## src/rtl/core/bpg_pkg.sv

```systemverilog
// ----------------------------------------------------------------------------
// Blink pattern generator package
// Register map, port widths and fixed sizes shared by the sample interface and core.
// ----------------------------------------------------------------------------
package bpg_pkg;

  // Configuration port
  localparam int CFG_IDX_W  = 3;
  localparam int CFG_DATA_W = 32;

  typedef logic [CFG_IDX_W-1:0]  cfg_idx_t;
  typedef logic [CFG_DATA_W-1:0] cfg_data_t;

  // Register indexes
  localparam cfg_idx_t REG_PERIOD      = 3'd0;
  localparam cfg_idx_t REG_THRESHOLD_0 = 3'd1;
  localparam cfg_idx_t REG_THRESHOLD_1 = 3'd2;
  localparam cfg_idx_t REG_THRESHOLD_2 = 3'd3;
  localparam cfg_idx_t REG_THRESHOLD_3 = 3'd4;
  localparam cfg_idx_t REG_LEVEL_BITS  = 3'd5;

  // Number of pattern entries that have a threshold and a level register.
  localparam int CFG_ENTRIES = 4;

  // Field widths
  localparam int TICK_W  = 32;          // period, thresholds, counter field
  localparam int PHASE_W = TICK_W + 1;  // phase count carries one extra bit

  typedef logic [TICK_W-1:0]      tick_t;
  typedef logic [PHASE_W-1:0]     phase_t;
  typedef logic [CFG_ENTRIES-1:0] level_t;

  localparam tick_t PERIOD_RESET = 32'd200000000;

endpackage

```

## src/rtl/core/bpg_sample_if.sv

```systemverilog
// ----------------------------------------------------------------------------
// Blink pattern generator sample channel
// Valid/ready channel carrying one counter sample or restart per beat.
// ----------------------------------------------------------------------------
interface bpg_sample_if
  import bpg_pkg::*;
();
  logic  valid;
  logic  ready;
  logic  mode;
  tick_t counter_value;

  modport source (output valid, output mode, output counter_value, input ready);
  modport sink   (input valid, input mode, input counter_value, output ready);
endinterface

```

## src/rtl/core/bpg_result_if.sv

```systemverilog
// ----------------------------------------------------------------------------
// Blink pattern generator result channel
// Valid/ready channel carrying the LED level and wrap pulse per beat.
// ----------------------------------------------------------------------------
interface bpg_result_if;
  logic valid;
  logic ready;
  logic led_on;
  logic period_wrap;

  modport source (output valid, output led_on, output period_wrap, input ready);
  modport sink   (input valid, input led_on, input period_wrap, output ready);
endinterface

```

## src/rtl/core/blink_pattern_generator_unit.sv

```systemverilog
// ----------------------------------------------------------------------------
// Blink pattern generator unit
// Steps an LED blink pattern from free-running counter samples.
// ----------------------------------------------------------------------------
// Usage. Each beat on the sample channel carries either a counter reading
// (mode 0) or a restart (mode 1). Every sample beat produces exactly one beat
// on the result channel, in order, with the LED level and the wrap pulse.
// The period, the four entry thresholds and the level bits must be written on the
// plain configuration port only while the unit is idle; the unit does not enforce it.
// Timing. A beat is taken into an input register, then the phase, cursor and
// output are computed in one pass into the result register. One beat per cycle
// is sustained while the receiver keeps ready high.
// Reset clears the phase, the cursor and the latched counter, loads the
// period with 200000000 ticks and clears thresholds and level bits. Both
// stages start empty.
// Stall. When the receiver holds ready low, the result register keeps its
// beat and the input register may still take one more beat; further sample
// beats are refused until the result drains.
// ----------------------------------------------------------------------------
module blink_pattern_generator_unit
  import bpg_pkg::*;
#(
  parameter int PATTERN_LEN   = 4,
  parameter int COUNTER_WIDTH = 32
) (
  input  logic           clk,
  input  logic           rst,
  bpg_sample_if.sink     sample,
  bpg_result_if.source   result,
  input  logic           cfg_we,
  input  cfg_idx_t       cfg_index,
  input  cfg_data_t      cfg_data
);

  // The counter field is 32 bits wide; a narrower counter wraps earlier.
  localparam int CNT_W = (COUNTER_WIDTH < TICK_W) ? COUNTER_WIDTH : TICK_W;
  localparam int CUR_W = $clog2(PATTERN_LEN);
  localparam logic [CUR_W-1:0] LAST_ENTRY = CUR_W'(PATTERN_LEN - 1);

  // --------------------------------------------------------------------------
  // Configuration registers
  // --------------------------------------------------------------------------
  tick_t  period_ticks;
  tick_t  threshold [CFG_ENTRIES];
  level_t level_bits;

  always_ff @(posedge clk) begin
    if (rst) begin
      period_ticks <= PERIOD_RESET;
      for (int i = 0; i < CFG_ENTRIES; i++) threshold[i] <= '0;
      level_bits   <= '0;
    end else if (cfg_we) begin
      unique case (cfg_index)
        REG_PERIOD:      period_ticks <= cfg_data;
        REG_THRESHOLD_0: threshold[0] <= cfg_data;
        REG_THRESHOLD_1: threshold[1] <= cfg_data;
        REG_THRESHOLD_2: threshold[2] <= cfg_data;
        REG_THRESHOLD_3: threshold[3] <= cfg_data;
        REG_LEVEL_BITS:  level_bits   <= cfg_data[CFG_ENTRIES-1:0];
        default: ;  // writes to unused indexes are dropped
      endcase
    end
  end

  // --------------------------------------------------------------------------
  // Handshake: input register followed by the result register
  // --------------------------------------------------------------------------
  logic   s_valid;
  logic   s_mode;
  tick_t  s_count;
  logic   advance;

  assign advance      = !result.valid || result.ready;
  assign sample.ready = !s_valid || advance;

  always_ff @(posedge clk) begin
    if (rst) begin
      s_valid <= 1'b0;
    end else if (sample.ready) begin
      s_valid <= sample.valid;
    end
  end

  always_ff @(posedge clk) begin
    if (sample.ready && sample.valid) begin
      s_mode  <= sample.mode;
      s_count <= sample.counter_value;
    end
  end

  // --------------------------------------------------------------------------
  // Pattern state and the single-pass step
  // --------------------------------------------------------------------------
  logic [CNT_W-1:0] last_counter;
  phase_t           phase_ticks;
  logic [CUR_W-1:0] entry_cursor;

  logic [CNT_W-1:0] cnt_now;
  logic [CNT_W-1:0] delta;
  tick_t            delta_ext;
  tick_t            delta_clamped;
  phase_t           phase_sum;
  tick_t            thr_sel;
  logic             step_cursor;
  logic [CUR_W-1:0] cursor_stepped;
  logic             led_c;
  logic             wrap_c;

  logic [CNT_W-1:0] last_counter_next;
  phase_t           phase_ticks_next;
  logic [CUR_W-1:0] entry_cursor_next;

  assign cnt_now       = s_count[CNT_W-1:0];
  assign delta         = cnt_now - last_counter;
  assign delta_ext     = TICK_W'(delta);
  assign delta_clamped = (delta_ext > period_ticks) ? period_ticks : delta_ext;
  assign phase_sum     = phase_ticks + PHASE_W'(delta_clamped);

  // Entries beyond the register set have threshold zero.
  always_comb begin
    thr_sel = '0;
    for (int i = 0; i < CFG_ENTRIES; i++) begin
      if (32'(entry_cursor) == 32'(i)) thr_sel = threshold[i];
    end
  end

  // The cursor moves at most one entry and stops at the last one.
  assign step_cursor    = (phase_sum > PHASE_W'(thr_sel)) && (entry_cursor < LAST_ENTRY);
  assign cursor_stepped = step_cursor ? entry_cursor + CUR_W'(1) : entry_cursor;

  // Level is taken from the entry reached before any wrap; unregistered
  // entries are dark.
  always_comb begin
    led_c = 1'b0;
    for (int i = 0; i < CFG_ENTRIES; i++) begin
      if (32'(cursor_stepped) == 32'(i)) led_c = level_bits[i];
    end
  end

  assign wrap_c = (phase_sum >= PHASE_W'(period_ticks));

  always_comb begin
    last_counter_next = cnt_now;
    if (s_mode) begin
      phase_ticks_next  = '0;
      entry_cursor_next = '0;
    end else if (wrap_c) begin
      phase_ticks_next  = phase_sum - PHASE_W'(period_ticks);
      entry_cursor_next = '0;
    end else begin
      phase_ticks_next  = phase_sum;
      entry_cursor_next = cursor_stepped;
    end
  end

  always_ff @(posedge clk) begin
    if (rst) begin
      last_counter <= '0;
      phase_ticks  <= '0;
      entry_cursor <= '0;
    end else if (advance && s_valid) begin
      last_counter <= last_counter_next;
      phase_ticks  <= phase_ticks_next;
      entry_cursor <= entry_cursor_next;
    end
  end

  // --------------------------------------------------------------------------
  // Result register
  // --------------------------------------------------------------------------
  always_ff @(posedge clk) begin
    if (rst) begin
      result.valid <= 1'b0;
    end else if (advance) begin
      result.valid <= s_valid;
    end
  end

  always_ff @(posedge clk) begin
    if (advance && s_valid) begin
      result.led_on      <= !s_mode && led_c;
      result.period_wrap <= !s_mode && wrap_c;
    end
  end

  // --------------------------------------------------------------------------
  // Assertions
  // --------------------------------------------------------------------------
  a_cursor_in_range : assert property (@(posedge clk) disable iff (rst)
    entry_cursor <= LAST_ENTRY)
    else $error("pattern cursor ran past the last entry");

  a_restart_dark : assert property (@(posedge clk) disable iff (rst)
    advance && s_valid && s_mode |=> !result.led_on && !result.period_wrap
      && phase_ticks == '0 && entry_cursor == '0)
    else $error("restart beat did not give a dark result and cleared state");

  a_wrap_resets_cursor : assert property (@(posedge clk) disable iff (rst)
    advance && s_valid && !s_mode && wrap_c |=> entry_cursor == '0 && result.period_wrap)
    else $error("wrap did not return the cursor to the first entry");

  a_ready_when_drained : assert property (@(posedge clk) disable iff (rst)
    !result.valid |-> sample.ready)
    else $error("sample channel refused a beat with the result register empty");

endmodule

```

## src/flat_wrapper.sv

```systemverilog
// flat-port wrapper written by rule: the top's interface ports become plain ports
module blink_pattern_generator_unit_flat import bpg_pkg::*;
#(
  parameter int PATTERN_LEN   = 4,
  parameter int COUNTER_WIDTH = 32
)
  (clk, rst, cfg_we, cfg_index, cfg_data, sample_valid, sample_mode, sample_counter_value, sample_ready, result_valid, result_led_on, result_period_wrap, result_ready);
  bpg_sample_if sample_i ();
  bpg_result_if result_i ();
  input  logic clk;
  input  logic rst;
  input  logic cfg_we;
  input  cfg_idx_t cfg_index;
  input  cfg_data_t cfg_data;
  input wire logic [$bits(sample_i.valid)-1:0] sample_valid;
  input wire logic [$bits(sample_i.mode)-1:0] sample_mode;
  input wire logic [$bits(sample_i.counter_value)-1:0] sample_counter_value;
  output wire logic [$bits(sample_i.ready)-1:0] sample_ready;
  output wire logic [$bits(result_i.valid)-1:0] result_valid;
  output wire logic [$bits(result_i.led_on)-1:0] result_led_on;
  output wire logic [$bits(result_i.period_wrap)-1:0] result_period_wrap;
  input wire logic [$bits(result_i.ready)-1:0] result_ready;
  assign sample_i.valid = sample_valid;
  assign sample_i.mode = sample_mode;
  assign sample_i.counter_value = sample_counter_value;
  assign sample_ready = sample_i.ready;
  assign result_valid = result_i.valid;
  assign result_led_on = result_i.led_on;
  assign result_period_wrap = result_i.period_wrap;
  assign result_i.ready = result_ready;
  blink_pattern_generator_unit #(.PATTERN_LEN(PATTERN_LEN), .COUNTER_WIDTH(COUNTER_WIDTH)) u_core (.clk(clk), .rst(rst), .sample(sample_i), .result(result_i), .cfg_we(cfg_we), .cfg_index(cfg_index), .cfg_data(cfg_data));
endmodule
```

## config.mk

```make
export PLATFORM = sky130hd
export DESIGN_NAME = blink_pattern_generator_unit_flat
export DESIGN_NICKNAME = d
export VERILOG_FILES = /design/src/rtl/core/bpg_pkg.sv /design/src/rtl/core/bpg_sample_if.sv /design/src/rtl/core/bpg_result_if.sv /design/src/rtl/core/blink_pattern_generator_unit.sv /design/src/flat_wrapper.sv
export SDC_FILE = /design/constraint.sdc
export NUM_CORES = 1
export LEC_CHECK = 0
export BUFFER_PORTS_ARGS = -buffer_cell sky130_fd_sc_hd__buf_2
export CELL_PAD_IN_SITES_DETAIL_PLACEMENT = 1
export CELL_PAD_IN_SITES_GLOBAL_PLACEMENT = 1
export CORE_MARGIN = 3
export CORE_UTILIZATION = 49
export DETAILED_ROUTE_END_ITERATION = 12
export PLACE_DENSITY_LB_ADDON = 0.08
export SYNTH_ARGS = -nofsm -noshare
export SYNTH_HDL_FRONTEND = slang
export SYNTH_SLANG_ARGS = --single-unit
```

## constraint.sdc

```tcl
create_clock -name clk -period 11.31 [get_ports clk]
set_clock_uncertainty 0.05 [all_clocks]
set_input_delay 0 -clock clk [delete_from_list [all_inputs] [get_ports clk]]
set_output_delay 0 -clock clk [all_outputs]
set_load 0.005 [all_outputs]
```

==> impl_metrics.json <==
{
  "start_util": 0.498,
  "max_slew_margin": 0.0894,
  "antenna_left": 0,
  "antenna_found_initial": 1,
  "die_x_um": 197,
  "power.internal_uw": 3010,
  "dieArea_sq_mm": 0.0387,
  "routed_wl_um": 67600,
  "hold_viol_final": 0,
  "ys_seq_elements": 268,
  "worst_slew_pin_slew_ns": 1.36,
  "cp_data_required_time_ns": 11.72,
  "fin_hold_ws_ns": 0.0227,
  "io_pins": 77,
  "drive_above_1_share": 0.0981,
  "met1Wirelength_um": 28500,
  "crit_type": "reg2reg",
  "grt_overflow_total": 0,
  "place_hpwl_um": 46700,
  "grt_use_total": 0.344,
  "syn_nets": 2218,
  "fin_tns_setup_ns": 0,
  "drc": 0,
  "highest_layer": "met4",
  "endpoint_kind": "register",
  "hp-class": "in2reg",
  "synth_edf_count": 163,
  "post_cts_buffers": 0,
  "synth_top_flop_cell": "edfxtp_1",
  "num-nets-final": 2345,
  "setup_slack_ns": 0.624,
  "io_buffer_count": 76,
  "path_clk_slew_ns": 0.07,
  "area_delta_synth_final_pct": 14.9,
  "p_comb_frac": 0.605,
  "clock_sinks": 268,
  "yosys_warnings": 0,
  "drt_iter0_drc": 988,
  "async_reset_ff_frac": 0,
  "via_per_inst": 6.27,
  "htree_num_levels": 1,
  "cts_tree": "yes",
  "fin_crit_sh": 0.945,
  "ir_drop_uv": 143,
  "place_congestion": 0.990,
  "drv_cap": 0,
  "fmax_mhz": 93.6,
  "final_max_slew_viol_count": 0,
  "die_h_um": 197,
  "p_leak_uw": 0.00831,
  "fillCellCount": 4098,
  "cts-buffers-inserted": 31,
  "wl_per_cell_um": 26.1,
  "netlist-cell-type-count": 83,
  "grt_max_degree": 75,
  "power_uw": 5720,
  "drtPass1Iterations": 5,
  "avgSynthCellArea_sq_um": 9.01,
  "synth.cell_area_sq_mm": 0.0178,
  "layout_min_cycle_time_ns": 10.69,
  "cp-start-kind": "register",
  "status": "finished, final reports clean",
  "arrival_ns": 11.10,
  "crit_path_top_delay_cell": "o41ai_1",
  "grt_setup_unrepaired": "false",
  "place_area_sq_mm": 0.0187,
  "cp_max_fo": 27,
  "vias": 16246,
  "design_area_sq_mm": 0.0205,
  "synthCells": 1978,
  "first_global_vias": 17091,
  "pwr-share-clk": 0.185,
  "setup_viol": 0,
  "wl_met2_um": 32800,
  "rows": 69,
  "power_switching_uw": 2710,
  "seq_power_share": 0.210,
  "core_sq_mm": 0.0357,
  "dr_wl_met3_um": 2590,
  "clock_path_buffers": 3,
  "grt_pass1_wl_um": 103000,
  "ys_seq_area_frac": 0.393,
  "cpMostUsedCell": "a21oi_1",
  "worstSkewPairLatency_ns": 0.59,
  "clock-root-buffer": "clkbuf_16",
  "dpl_worst_slack_ns": 0.552,
  "p_sw_frac": 0.473,
  "cellPowerDensity_mw_per_mm2": 280,
  "antenna_cells": 0,
  "cpPeakStageDelay_ns": 0.71
}
synthesized netlist by cell type, types with 6 or more instances:
| cell type | number | area [sq um] |
|---|---|---|
| clkbuf_1 | 66 | 248 |
| xnor2_1 | 47 | 412 |
| nand2b_1 | 14 | 87.6 |
| a2111oi_0 | 8 | 70.1 |
| a21boi_0 | 8 | 60.1 |
| o21ai_0 | 92 | 460 |
| a22oi_1 | 31 | 233 |
| and2_1 | 138 | 863 |
| a21oi_1 | 229 | 1150 |
| mux2_2 | 11 | 124 |
| dfxtp_1 | 105 | 2100 |
| a221o_1 | 12 | 120 |
| nor2b_1 | 23 | 144 |
| a211oi_1 | 11 | 82.6 |
| buf_2 | 9 | 45.0 |
| nand2_1 | 199 | 747 |
| or3_1 | 10 | 62.6 |
| ha_1 | 164 | 2050 |
| a21o_1 | 56 | 420 |
| edfxtp_1 | 163 | 4890 |
| buf_1 | 10 | 37.5 |
| nor3_1 | 38 | 190 |
| o211ai_1 | 36 | 270 |
| a31o_2 | 6 | 52.6 |
| or2_2 | 7 | 43.8 |
| inv_1 | 96 | 360 |
| xor2_1 | 23 | 201 |
| a211o_1 | 17 | 149 |
| nand3_1 | 23 | 115 |
| nand4_1 | 29 | 181 |
| o31ai_1 | 14 | 105 |
| and4_1 | 10 | 87.6 |
| nor2_1 | 149 | 559 |
| o21bai_1 | 12 | 90.1 |
| o21a_1 | 21 | 158 |
| and3_1 | 6 | 37.5 |
| a31oi_1 | 10 | 62.6 |
final cells by class:
class | count | area (sq um) | share of cell area
clock buffer | 38 | 812 | 0.0397
clock inverter | 20 | 219 | 0.0107
inverter | 97 | 364 | 0.0178
multi-input combinational | 1526 | 10200 | 0.496
sequential | 268 | 7000 | 0.342
tap | 461 | 577 | 0.0282
timing repair buffer | 181 | 1350 | 0.0658
path summary, 6_finish.rpt:
kind	cells after the start	slack (ns)	startpoint	endpoint
setup / recovery	40	0.62	u_core.cnt_now[3]	u_core.phase_ticks[5]
hold / removal	4	0.02	cfg_we	u_core.level_bits[2]
setup reg to reg	40	0.62	u_core.cnt_now[3]	u_core.phase_ticks[5]
hold reg to reg	2	0.41	u_core.period_ticks[5]	u_core.period_ticks[5]
per-stage QoR:
step	cells	utilization
finish	2591	0.573
global route	2591	0.573
CTS	2591	0.573
detailed placement	2462	0.524
global placement	2462	0.524
floorplan	1978	-
repair_timing:
item,CTS,global route
endpoints found under the hold margin,201,0
hold buffers,71,0
endpoints found under the setup margin,0,21
resized for setup,0,2
routing by layer:
metal / up-vias / global-route usage
li1: 7458 / -
met4: 0 / 0.165
met5: - / 0
met3: 145 / 0.0410
met1: 8193 / 0.433
met2: 450 / 0.592
cells in the final DEF (no fill, tap or decap), drive strengths merged, types with 23 or more instances in the layout:
cell	n
a22oi	31
dfxtp	105
nor2b	23
a21o	56
nand3	23
inv	98
nor3	38
ha	164
dlygate4sd3	71
a21oi	230
buf	110
xor2	23
o211ai	36
clkbuf	38
nand2	200
o21ai	95
nor2	150
and2	139
nand4	29
edfxtp	163
xnor2	47
power groups by stage:
stage / sequential [uW] / combinational [uW] / clock, uW
5_1_grt: 1210 / 3780 / 1100
3_5_place_dp: 1220 / 3350 / 0
2_1_floorplan: 1190 / 2380 / 0
3_3_place_gp: 1210 / 3250 / 0
6_report: 1200 / 3460 / 1060
4_1_cts: 1200 / 3400 / 1040
state kept, by name (all words and copies together), names as in the netlist:
register                   cells
u_core.threshold             128
u_core.phase_ticks            33
u_core.cnt_now                32
u_core.last_counter           32
u_core.period_ticks           32
u_core.level_bits              4
u_core.entry_cursor            2
u_core.result.led_on           1
u_core.result.period_wrap      1
u_core.result.valid            1
u_core.s_mode                  1
u_core.s_valid                 1
critical path: cells and delay by family (launching register included):
| family | cells | cell delay [ns] |
|---|---|---|
| AOI/OAI and AO/OA | 25 | 5.34 |
| xor gates and xnor gates | 1 | 0.37 |
| adders and majority gates | 5 | 1.84 |
| buffers and inverters | 1 | 0.33 |
| DFF | 1 | 0.43 |
| and+or+nand+nor | 8 | 2.19 |
cells by family (layout without fill, tap and decap cells):
kind of cell	Yosys count	after routing	share of synthesized area
flip-flops	268	268	0.393
adder cells (fa/ha/maj)	167	167	0.119
AO/OA/AOI/OAI	608	608	0.219
buffers and inverters	184	336	0.0400
XOR/XNOR	70	70	0.0344
AND/OR/NAND/NOR	663	663	0.183
multiplexers	18	18	0.0123
No activity file was read; power rests on OpenSTA's default activity.
